`src/rtl/c2s_pkg.sv`:
```
// ----------------------------------------------------------------------------
// c2s_pkg
// Shared widths, types, angle constants and the arctangent table for the
// cartesian to spherical converter.
// ----------------------------------------------------------------------------
package c2s_pkg;

   localparam int XW           = 32;  // coordinate and result field width
   localparam int IW           = 34;  // angle unit operand width
   localparam int PW           = 35;  // width after the quarter turn
   localparam int CW           = 64;  // cordic datapath width
   localparam int AW           = 35;  // angle accumulator width
   localparam int RW           = 35;  // square root remainder width
   localparam int SQ_STEPS     = 32;
   localparam int CORDIC_STEPS = 32;
   localparam int NORM_TOP     = 58;  // normalized magnitude has its msb here
   localparam int NSTG         = 72;  // register stages ahead of the output buffer
   localparam int XYZ_DLY      = 36;
   localparam int R_DLY        = 35;

   localparam logic signed [AW-1:0] ANG_HALF_PI = AW'(64'h4000_0000);
   localparam logic signed [AW-1:0] ANG_PI      = AW'(64'h8000_0000);

   localparam logic [31:0] ATAN_TAB [CORDIC_STEPS] = '{
      32'h20000000, 32'h12E4051E, 32'h09FB385B, 32'h051111D4, 32'h028B0D43,
      32'h0145D7E1, 32'h00A2F61E, 32'h00517C55, 32'h0028BE53, 32'h00145F2F,
      32'h000A2F98, 32'h000517CC, 32'h00028BE6, 32'h000145F3, 32'h0000A2FA,
      32'h0000517D, 32'h000028BE, 32'h0000145F, 32'h00000A30, 32'h00000518,
      32'h0000028C, 32'h00000146, 32'h000000A3, 32'h00000051, 32'h00000029,
      32'h00000014, 32'h0000000A, 32'h00000005, 32'h00000003, 32'h00000001,
      32'h00000001, 32'h00000000
   };

   typedef struct packed {
      logic [63:0]   rad;
      logic [RW-1:0] rem;
      logic [31:0]   root;
   } sqrt_type;

   typedef struct packed {
      logic signed [CW-1:0] n;
      logic signed [CW-1:0] d;
      logic signed [AW-1:0] acc;
      logic                 hold;
   } ang_type;

   typedef struct packed {
      logic [XW-1:0] lon;
      logic [XW-1:0] lat;
      logic [XW-1:0] rad;
   } res_type;

   function automatic logic signed [AW-1:0] atan_entry(input logic [4:0] idx);
      atan_entry = signed'({{(AW-32){1'b0}}, ATAN_TAB[idx]});
   endfunction

   function automatic logic [5:0] msb_index(input logic [IW-1:0] m);
      logic [5:0] idx;
      idx = '0;
      for (int k = 0; k < IW; k++) begin
         if (m[k]) begin
            idx = 6'(k);
         end
      end
      msb_index = idx;
   endfunction

endpackage

```
`src/rtl/c2s_sqrt_cell.sv`:
```
// ----------------------------------------------------------------------------
// c2s_sqrt_cell
// One restoring square root step: brings in two radicand bits, settles one
// root bit.
// ----------------------------------------------------------------------------
module c2s_sqrt_cell import c2s_pkg::*; (
   input  logic     clock,
   input  logic     en,
   input  sqrt_type cell_in,
   output sqrt_type cell_out
);

   sqrt_type      cell_ff, cell_in_nx;
   logic [RW-1:0] rem_sh, trial;

   always_comb begin
      rem_sh         = {cell_in.rem[RW-3:0], cell_in.rad[63:62]};
      trial          = {1'b0, cell_in.root, 2'b01};
      cell_in_nx.rad = {cell_in.rad[61:0], 2'b00};
      if (rem_sh >= trial) begin
         cell_in_nx.rem  = rem_sh - trial;
         cell_in_nx.root = {cell_in.root[30:0], 1'b1};
      end else begin
         cell_in_nx.rem  = rem_sh;
         cell_in_nx.root = {cell_in.root[30:0], 1'b0};
      end
   end

   always_ff @(posedge clock) begin
      if (en) begin
         cell_ff <= cell_in_nx;
      end
   end

   assign cell_out = cell_ff;

endmodule

```
`config.mk`:
```
export PLATFORM = sky130hd
export DESIGN_NAME = c2s_sqrt_cell
export DESIGN_NICKNAME = d
export VERILOG_FILES = /design/src/rtl/c2s_pkg.sv /design/src/rtl/c2s_sqrt_cell.sv
export SDC_FILE = /design/constraint.sdc
export NUM_CORES = 1
export LEC_CHECK = 0
export ABC_AREA = 1
export BUFFER_PORTS_ARGS = -buffer_cell sky130_fd_sc_hd__clkbuf_2
export CORE_MARGIN = 2
export CORE_UTILIZATION = 30
export DETAILED_ROUTE_END_ITERATION = 6
export GPL_TIMING_DRIVEN = 1
export SLEW_MARGIN = 15
export SYNTH_ARGS = -nofsm -noshare
export SYNTH_HDL_FRONTEND = slang
export SYNTH_SLANG_ARGS = --single-unit
export TNS_END_PERCENT = 50
```
`constraint.sdc`:
```
create_clock -name clock -period 5.3 [get_ports clock]
set_clock_uncertainty 0.15 [all_clocks]
set_input_delay 0.53 -clock clock [delete_from_list [all_inputs] [get_ports clock]]
set_output_delay 0.53 -clock clock [all_outputs]
set_load 0.005 [all_outputs]
```
==> results_dict.tcl <==
set metrics [dict create \
    finalCriticalPeriod_ns 2.66 \
    grt_overflow 0 \
    die_area_mm2 0.0246 \
    timing.final.ws_setup_ns 2.64 \
    synth_cell_types 29 \
    cp_max_fo 37 \
    grt_max_degree 79 \
    drtIter0Drc 336 \
    p_seq_share_pct 41.7 \
    post_cts_buffers 0 \
    num_vias 5880 \
    outcome "complete, no violations" \
    max-vdd-ir-drop_uv 186 \
    syn_inst 790 \
    period_share_pct 50.2 \
    place_congestion 0.858 \
    setup_viol 0 \
    worstPathRequired_ns 5.32 \
    routed_via_density 4.24 \
    antenna_found_initial 1 \
    p_int_mw 2.17 \
    dpl_worst_slack_ns 2.11 \
    grt_pass1_vias 5894 \
    cts_tree "yes" \
    ys_warn_count 0 \
    multiInputGateArea_mm2 0.00257 \
    hp-start "cell_in[106]" \
    num_antenna_cells 0 \
    portBuffers 259 \
    max_stage_delay_ns 0.40 \
    rsz0062_at_grt "false" \
    tightest_slew_ns 0.783 \
    postCtsHoldBufs 0 \
    nets 1229 \
    start_util_pct 30.8 \
    finalSetupTns_ns 0 \
    grt_usage_pct 16.9 \
    hold_end "cell_out[108]" \
    max_slew_margin_pct 47.8 \
    clkPwrFrac_pct 40.2 \
    start_kind "input port" \
    wl_per_cell_um 14.8 \
    dieWidth_um 157 \
    rows 55 \
    p_sw_uw 871 \
    h-tree-depth 4 \
    powerDensity_mw_per_mm2 329 \
    cp_slowest_cell "inv_4" \
    drv_slew 0 \
    synth_seq_cells 129 \
    synth.cell_area_mm2 0.00701 \
    hp-class "input port to flip-flop" \
    antenna_left 0 \
    clock_path_buffers 2 \
    ys_seq_area_share_pct 55.3 \
    cts_root_buffer "clkbuf_16" \
    place_hpwl_um 16300 \
    synth_top_cell_by_area "edfxtp_1" \
    crit_path_cell_trace "clkbuf_2, inv_1, ha_1, a21oi_1, inv_1, a21oi_1, o21ai_1, nand2_1, nand2_1, nor2_2, nand2_4, inv_4, a21oi_2" \
    final-seq-area_mm2 0.00387 \
    cts.clk_slew.worst_paths_ns 0.07 \
    clock_sinks 129 \
    largest_register_ffs 129 \
    drc_errors 0 \
    syn_avg_cell_area_um2 8.87 \
    routed_wl_um 20500 \
    worst_hold_path.num_cells 1 \
    fill_cells 2354 \
    fp.dieH_um 157 \
    grt_pass1_wl_um 31700 \
    cap_viol_max_count 0 \
    p_comb_share_pct 18.0 \
    pin_count 264 \
    synthTopCellsByArea "edfxtp_1 (55%), nand2_1 (16%), inv_1 (6.6%)" \
    fmax_mhz 376 \
    endpoint_kind "flip-flop" \
    drive_gt1_share_pct 28.7 \
    cts.repair.resized 0 \
    yosysTopAreaCellShare_pct 55.3 \
    design.core.area_mm2 0.0228 \
    worst-setup-path-type "input port to flip-flop" \
    cellLeakagePower_nw 4.71 \
    finalHoldViolations 0 \
    numCtsBuffers 17 \
    switching_share_pct 28.6 \
    cp.arrival_ns 2.68 \
    area_delta_synth_final_pct 31.8 \
    drt-pass1-iter-count 4 \
    hold_ws_ns 0.126 \
]
[stage by stage]
stage          utilization, %  total power [mW]  std cells  instance area, µm²
2_1_floorplan               -              1.59        791                7010
3_3_place_gp             37.9              1.85       1356                8640
3_5_place_dp             37.9              1.85       1356                8640
4_1_cts                  40.5              3.09       1388                9240
5_1_grt                  40.5              3.20       1388                9240
6_report                 40.5              3.04       1388                9240
[critical path: cells and delay by family]
kind	cells	cell delay, ns
adder cells (fa/ha/maj)	1	0.39
AND/OR/NAND/NOR	4	0.52
AO/OA/AOI/OAI	4	0.61
buffers and inverters	4	0.60
[cells in the final DEF (no fill, tap or decap), drive strengths merged, types with 3 or more instances in the layout]
cell type,count
nand2,309
clkbuf,276
inv,138
edfxtp,129
nor2,61
nand3,35
ha,34
a21oi,27
xor2,16
nor3,11
nand3b,10
o21ai,7
nand4,4
clkinvlp,3
[layout make-up]
class,instances,share of cell area (%)
clock buffer,18,4.65
inverter,130,5.31
sequential,129,41.9
timing repair buffer,260,14.2
clock inverter,14,1.83
multi-input combinational,524,27.9
tap,313,4.24
[synthesized netlist by cell type]
library cell	number
a21o_1	2
a21oi_1	25
a21oi_2	2
buf_4	4
buf_6	4
clkinv_1	1
conb_1	1
edfxtp_1	129
ha_1	34
inv_1	123
inv_2	5
inv_4	1
nand2_1	306
nand2_2	2
nand2_4	1
nand3_1	33
nand3_2	2
nand3b_1	10
nand4_1	4
nor2_1	58
nor2_2	3
nor3_1	9
nor3_2	2
o21a_1	2
o21ai_0	6
o21ai_1	1
o21bai_1	2
xnor2_1	2
xor2_1	16
[routing by layer]
| layer | wire length [µm] | share of wire (%) | global-route usage, % |
|---|---|---|---|
| met5 | 12 | 0.058 | 0 |
| met4 | 161 | 0.78 | 4.06 |
| met2 | 9790 | 48 | 29.1 |
| met3 | 1540 | 7.5 | 4.82 |
| met1 | 9030 | 44 | 20.9 |
[power groups by stage]
stage / logic [mW] / clock network (mW) / registers (mW)
floorplan: 0.283 / 0 / 1.31
global placement: 0.555 / 0 / 1.29
detailed placement: 0.557 / 0 / 1.29
CTS: 0.560 / 1.26 / 1.27
global route: 0.631 / 1.28 / 1.28
finish: 0.549 / 1.22 / 1.27
[cells by family after synthesis]
kind of cell	count (synthesis)	synth area share [%]
compound gates	40	3.18
xor+xnor	18	2.25
fa+ha+maj	34	6.07
buf+inv	138	8.07
flops	129	55.3
other cells	1	0.0535
simple gates	430	25.1
[worst max-delay path by stage]
| stage | slack (ns) | to | start | cells after the start |
|---|---|---|---|---|
| finish | 2.64 | cell_out[66] | cell_in[24] | 13 |
| global route | 2.29 | cell_out[35] | cell_in[7] | 14 |
| CTS | 2.56 | cell_out[57] | cell_in[24] | 14 |
| detailed placement | 2.11 | cell_out[66] | cell_in[24] | 13 |
| global placement | 2.11 | cell_out[66] | cell_in[24] | 13 |
| floorplan | 2.99 | cell_out[49] | cell_in[14] | 13 |
(Power assumes the default switching activity.)
