--- src/rtl/c2s_pkg.sv ---
// ----------------------------------------------------------------------------
// c2s_pkg
// Shared widths, types, angle constants and the arctangent table for the
// cartesian to spherical converter.
// ----------------------------------------------------------------------------
package c2s_pkg;

   localparam int XW           = 32;  // coordinate and result field width
   localparam int IW           = 34;  // angle unit operand width
   localparam int PW           = 35;  // width after the quarter turn
   localparam int CW           = 64;  // cordic datapath width
   localparam int AW           = 35;  // angle accumulator width
   localparam int RW           = 35;  // square root remainder width
   localparam int SQ_STEPS     = 32;
   localparam int CORDIC_STEPS = 32;
   localparam int NORM_TOP     = 58;  // normalized magnitude has its msb here
   localparam int NSTG         = 72;  // register stages ahead of the output buffer
   localparam int XYZ_DLY      = 36;
   localparam int R_DLY        = 35;

   localparam logic signed [AW-1:0] ANG_HALF_PI = AW'(64'h4000_0000);
   localparam logic signed [AW-1:0] ANG_PI      = AW'(64'h8000_0000);

   localparam logic [31:0] ATAN_TAB [CORDIC_STEPS] = '{
      32'h20000000, 32'h12E4051E, 32'h09FB385B, 32'h051111D4, 32'h028B0D43,
      32'h0145D7E1, 32'h00A2F61E, 32'h00517C55, 32'h0028BE53, 32'h00145F2F,
      32'h000A2F98, 32'h000517CC, 32'h00028BE6, 32'h000145F3, 32'h0000A2FA,
      32'h0000517D, 32'h000028BE, 32'h0000145F, 32'h00000A30, 32'h00000518,
      32'h0000028C, 32'h00000146, 32'h000000A3, 32'h00000051, 32'h00000029,
      32'h00000014, 32'h0000000A, 32'h00000005, 32'h00000003, 32'h00000001,
      32'h00000001, 32'h00000000
   };

   typedef struct packed {
      logic [63:0]   rad;
      logic [RW-1:0] rem;
      logic [31:0]   root;
   } sqrt_type;

   typedef struct packed {
      logic signed [CW-1:0] n;
      logic signed [CW-1:0] d;
      logic signed [AW-1:0] acc;
      logic                 hold;
   } ang_type;

   typedef struct packed {
      logic [XW-1:0] lon;
      logic [XW-1:0] lat;
      logic [XW-1:0] rad;
   } res_type;

   function automatic logic signed [AW-1:0] atan_entry(input logic [4:0] idx);
      atan_entry = signed'({{(AW-32){1'b0}}, ATAN_TAB[idx]});
   endfunction

   function automatic logic [5:0] msb_index(input logic [IW-1:0] m);
      logic [5:0] idx;
      idx = '0;
      for (int k = 0; k < IW; k++) begin
         if (m[k]) begin
            idx = 6'(k);
         end
      end
      msb_index = idx;
   endfunction

endpackage

--- src/rtl/c2s_angle_prep.sv ---
// ----------------------------------------------------------------------------
// c2s_angle_prep
// Three stage front end of the vectoring unit: axis cases and quarter turn,
// leading one search, normalizing shift.
// ----------------------------------------------------------------------------
module c2s_angle_prep import c2s_pkg::*; (
   input  logic                 clock,
   input  logic                 en,
   input  logic signed [IW-1:0] n_in,
   input  logic signed [IW-1:0] d_in,
   output ang_type              prep_out
);

   logic signed [PW-1:0] n_e, d_e, n1_in, d1_in, n1_ff, d1_ff, n2_ff, d2_ff;
   logic signed [AW-1:0] acc1_in, acc1_ff, acc2_ff;
   logic                 hold1_in, hold1_ff, hold2_ff;
   logic [IW-1:0]        m1_in, m1_ff, mag_n, mag_d;
   logic [5:0]           s2_in, s2_ff;
   logic signed [PW-1:0] neg_n, neg_d;
   ang_type              out_ff, out_in;

   assign n_e   = {n_in[IW-1], n_in};
   assign d_e   = {d_in[IW-1], d_in};
   assign neg_n = -n_e;
   assign neg_d = -d_e;

   always_comb begin
      hold1_in = 1'b0;
      n1_in    = n_e;
      d1_in    = d_e;
      acc1_in  = '0;
      priority if (n_in == '0) begin
         hold1_in = 1'b1;
         acc1_in  = d_in[IW-1] ? ANG_PI : '0;
      end else if (d_in == '0) begin
         hold1_in = 1'b1;
         acc1_in  = n_in[IW-1] ? -ANG_HALF_PI : ANG_HALF_PI;
      end else if (d_in[IW-1]) begin
         // quarter turn into the right half plane
         if (!n_in[IW-1]) begin
            d1_in   = n_e;
            n1_in   = neg_d;
            acc1_in = ANG_HALF_PI;
         end else begin
            d1_in   = neg_n;
            n1_in   = d_e;
            acc1_in = -ANG_HALF_PI;
         end
      end else begin
         acc1_in = '0;
      end
      mag_n = n1_in[PW-1] ? IW'(-n1_in) : n1_in[IW-1:0];
      mag_d = d1_in[PW-1] ? IW'(-d1_in) : d1_in[IW-1:0];
      m1_in = mag_n | mag_d;
   end

   assign s2_in = 6'(NORM_TOP) - msb_index(m1_ff);

   always_comb begin
      out_in.n    = {{(CW-PW){n2_ff[PW-1]}}, n2_ff} <<< s2_ff;
      out_in.d    = {{(CW-PW){d2_ff[PW-1]}}, d2_ff} <<< s2_ff;
      out_in.acc  = acc2_ff;
      out_in.hold = hold2_ff;
   end

   always_ff @(posedge clock) begin
      if (en) begin
         n1_ff    <= n1_in;
         d1_ff    <= d1_in;
         acc1_ff  <= acc1_in;
         hold1_ff <= hold1_in;
         m1_ff    <= m1_in;
         n2_ff    <= n1_ff;
         d2_ff    <= d1_ff;
         acc2_ff  <= acc1_ff;
         hold2_ff <= hold1_ff;
         s2_ff    <= s2_in;
         out_ff   <= out_in;
      end
   end

   assign prep_out = out_ff;

endmodule

--- config.mk ---
export PLATFORM = sky130hd
export DESIGN_NAME = c2s_angle_prep
export DESIGN_NICKNAME = d
export VERILOG_FILES = /design/src/rtl/c2s_pkg.sv /design/src/rtl/c2s_angle_prep.sv
export SDC_FILE = /design/constraint.sdc
export NUM_CORES = 1
export LEC_CHECK = 0
export ABC_AREA = 1
export BUFFER_PORTS_ARGS = -buffer_cell sky130_fd_sc_hd__buf_4
export CORE_MARGIN = 2
export CORE_UTILIZATION = 45
export DETAILED_ROUTE_END_ITERATION = 6
export PLACE_DENSITY = 0.68
export SYNTH_ARGS = -nofsm -noshare
export SYNTH_HDL_FRONTEND = slang
export SYNTH_SLANG_ARGS = --single-unit
--- constraint.sdc ---
create_clock -name clock -period 9.58 [get_ports clock]
set_input_delay 0.958 -clock clock [delete_from_list [all_inputs] [get_ports clock]]
set_output_delay 0.958 -clock clock [all_outputs]
set_load 0.01 [all_outputs]
==> metrics.txt <==
outcome=completed; Hold Buf Count CTS=0; Starting Density=between 40% and 50%; Bufs on Longest Clock Path=3; Final ANT Viol Nets=0; Cell Int Power=between 2 and 3 mW; Worst R2R Setup Slack=~6.1 ns; GP Congestion=0.929; WHS Path Cells=0; DP Wirelength=40800 um; initial antenna violation count=0; Synth cell types=56; CP max FO=42; max-cap violations=0; DRC Markers=0; Synth Area in Simple Gates=approximately a quarter; TritonCTS clock tree=done; final wirelength=between 50000 and 60000 um; Avg Synthesized Cell Area=8.14 sq um; Ports=approximately 230; hold_ws=~0.4 ns; synthesized area=approximately 20000 sq um; reg2reg path depth=8; Clock Power Share=about a third; clock skew=approximately 0.022 ns; CTS clk-pin slew, worst paths=approximately 0.06 ns; Max Transition Viols Final=0; clk sinks=around 320; Antenna diodes=0; Post-synth top flop=edfxtp_1; combinational fraction of design power=between 20% and 30%; Rows=77; commonest non-fill, non-tap cell in the layout=nand2_1; commonest non-fill, non-tap cells in the layout=nand2_1, edfxtp_1, o21ai_0; fin nets=roughly 2700; number of flops mapped to enable cells by yosys=around 320; Max-slew headroom=18.5%; Worst Setup Path Type=primary input to flop; PortBufs=between 200 and 250; PwrDens=179 nW/um^2; Core ar.=between 40000 and 50000 sq um; Worst Setup End Kind=flop; Tmin final=~4.8 ns; share of synthesized area spent on multiplexers=under 10%; Synth Area in Compound Gates=between 10 and 15%; setup violators final=0; die area=46100 sq um; Hold Vio Cnt, Final=0; startpoint types=primary input; CP arrival=slightly above 5 ns; cts bufs inserted=34; Hold WC Path Type=flop to flop; cts repair resizes=0; Synth Area in Adders=less than 1%; vias in the first global route=~16000; Fill cells=between 4000 and 5000; f_max=around 210 MHz; Worst VDD drop=0.111 mV; Worst-Margin Slew=~1.2 ns; first-pass GRT wire length=~85000 um; total grt overflow=0; Yosys warning total=0; Layout Cells excl Fill=3192; first-iteration detailed-routing DRC count=between 1000 and 1500; Yosys reg bits=about 320; vias=approximately 17000; H-Tree Level Count=2; placed cells=roughly 3100; Clock Latency Late Sink=0.54 ns; NetSw=roughly 1.3 mW; via-per-instance ratio=about 5.3; ys async rst share=0%; sequential power share=between 40% and 50%; Critical Path RT=9.84 ns; RSZ-0062 raised after global routing=no; DIE WIDTH=215 um; Synth Area in XOR/XNOR=about 4.3%; Setup Fix Bufs, Post-CTS=0; Sw Share=31.3%; Pre-antenna DRT Iters=6; WL/cell=about 17 um; gr usage total=a little under a quarter; largest net degree at the start of global routing=192; die height=215 um; leakage=9.61 nW; Area Overhead vs Synth=14.1%; fin crit share=49.7%; TNS Setup=0 ns; Cells after Synth=2457; Seq/Total Area, Yosys=47.9%; share of cells above drive strength 1=13.9%; largest family of logic cells by synthesized area=simple AND/OR/NAND/NOR gates; Root Buffer=clkbuf_16
[stage by stage]
stage | power, mW | instance area (sq um) | utilization, % | worst slack (ns)
2_1_floorplan | 2.45 | 20100 | - | 5.57
3_3_place_gp | 2.81 | 21700 | 49.4 | 4.55
3_5_place_dp | 2.83 | 21700 | 49.4 | 4.38
4_1_cts | 4.11 | 22800 | 51.9 | 4.92
5_1_grt | 4.30 | 22800 | 51.9 | 4.46
6_report | 4.09 | 22800 | 51.9 | 4.82
[critical path, stage by stage]
cell,delay [ns]
buf_4,0.11
inv_1,0.11
ha_1,0.20
nand3_1,0.11
nand3b_4,0.17
inv_2,0.07
nand3_2,0.11
nor3_2,0.26
nand4_1,0.20
nor2_2,0.19
nor2_4,0.06
buf_4,0.29
o21ai_1,0.26
ha_1,0.18
inv_1,0.06
nor2_1,0.15
nand4_1,0.19
nor2_1,0.14
nand3_1,0.16
nor2_2,0.24
a21oi_1,0.12
clkinv_1,0.08
nand2_1,0.09
nor2_1,0.19
nand2_1,0.09
xor2_1,0.14
nand3_1,0.08
[sequential cells by signal, indices dropped and copies added, names as in the netlist]
signal	count
prep_out	132
n2_ff	35
acc2_ff	3
s2_ff	6
d1_ff	35
d2_ff	35
n1_ff	35
hold2_ff	1
m1_ff	33
acc1_ff	3
hold1_ff	1
[cell usage after synthesis (all sizes together), types with 2 or more instances]
master  count  area share, %
nand2     615             12
o21ai     350            9.0
edfxtp    319             48
nor2      226            4.6
inv       224            4.2
nand3     177            4.6
clkbuf     97            1.8
xor2       91            4.0
a21oi      72            1.8
buf        69            2.1
mux2i      31            1.6
nor3       31            1.1
a22oi      30            1.1
or2        19           0.59
a31oi      18           0.56
nand4      15           0.47
o21a       14           0.53
nor4       10           0.34
o31ai       8           0.33
xnor2       8           0.35
clkinv      6           0.14
o211ai      6           0.23
ha          5           0.31
nand3b      3           0.24
a21o        2          0.075
and2        2          0.063
[area by class of cell]
type                       count  area [sq um]  area share (%)
inverter                     230           868            3.80
clock inverter                21           214           0.937
multi-input combinational   1771          8890            38.9
tap                          592           741            3.24
sequential                   319          9580            42.0
clock buffer                  39           870            3.81
timing repair buffer         220          1670            7.32
[worst paths after layout]
kind	endpoint	start
max	m1_ff[32]	n_in[0]
min	n2_ff[15]	n1_ff[15]
max reg2reg	prep_out[91]	s2_ff[2]
min reg2reg	n2_ff[15]	n1_ff[15]
[power groups by stage]
stage | sequential [mW] | combinational, mW | clock, mW
floorplan | 1.83 | 0.620 | 0
global placement | 1.82 | 0.992 | 0
detailed placement | 1.82 | 1.00 | 0
CTS | 1.79 | 1.01 | 1.31
global route | 1.81 | 1.14 | 1.36
finish | 1.79 | 1.02 | 1.29
[per-layer routing]
layer / global-route usage [%] / vias to the layer above / share of wire [%]
met4: 6.67 / 0 / 2.4
met5: 0 / - / 0
met1: 32.0 / 7882 / 46
met3: 2.80 / 78 / 5.7
met2: 37.5 / 580 / 46
li1: - / 8455 / -
[logic make-up after synthesis]
logic type,Yosys count
mux,31
buf+inv,396
xor+xnor,99
flops,319
simple gates,1099
fa+ha+maj,5
compound gates,507
other cells,1
Note: power is estimated with default switching activity, not from simulation.
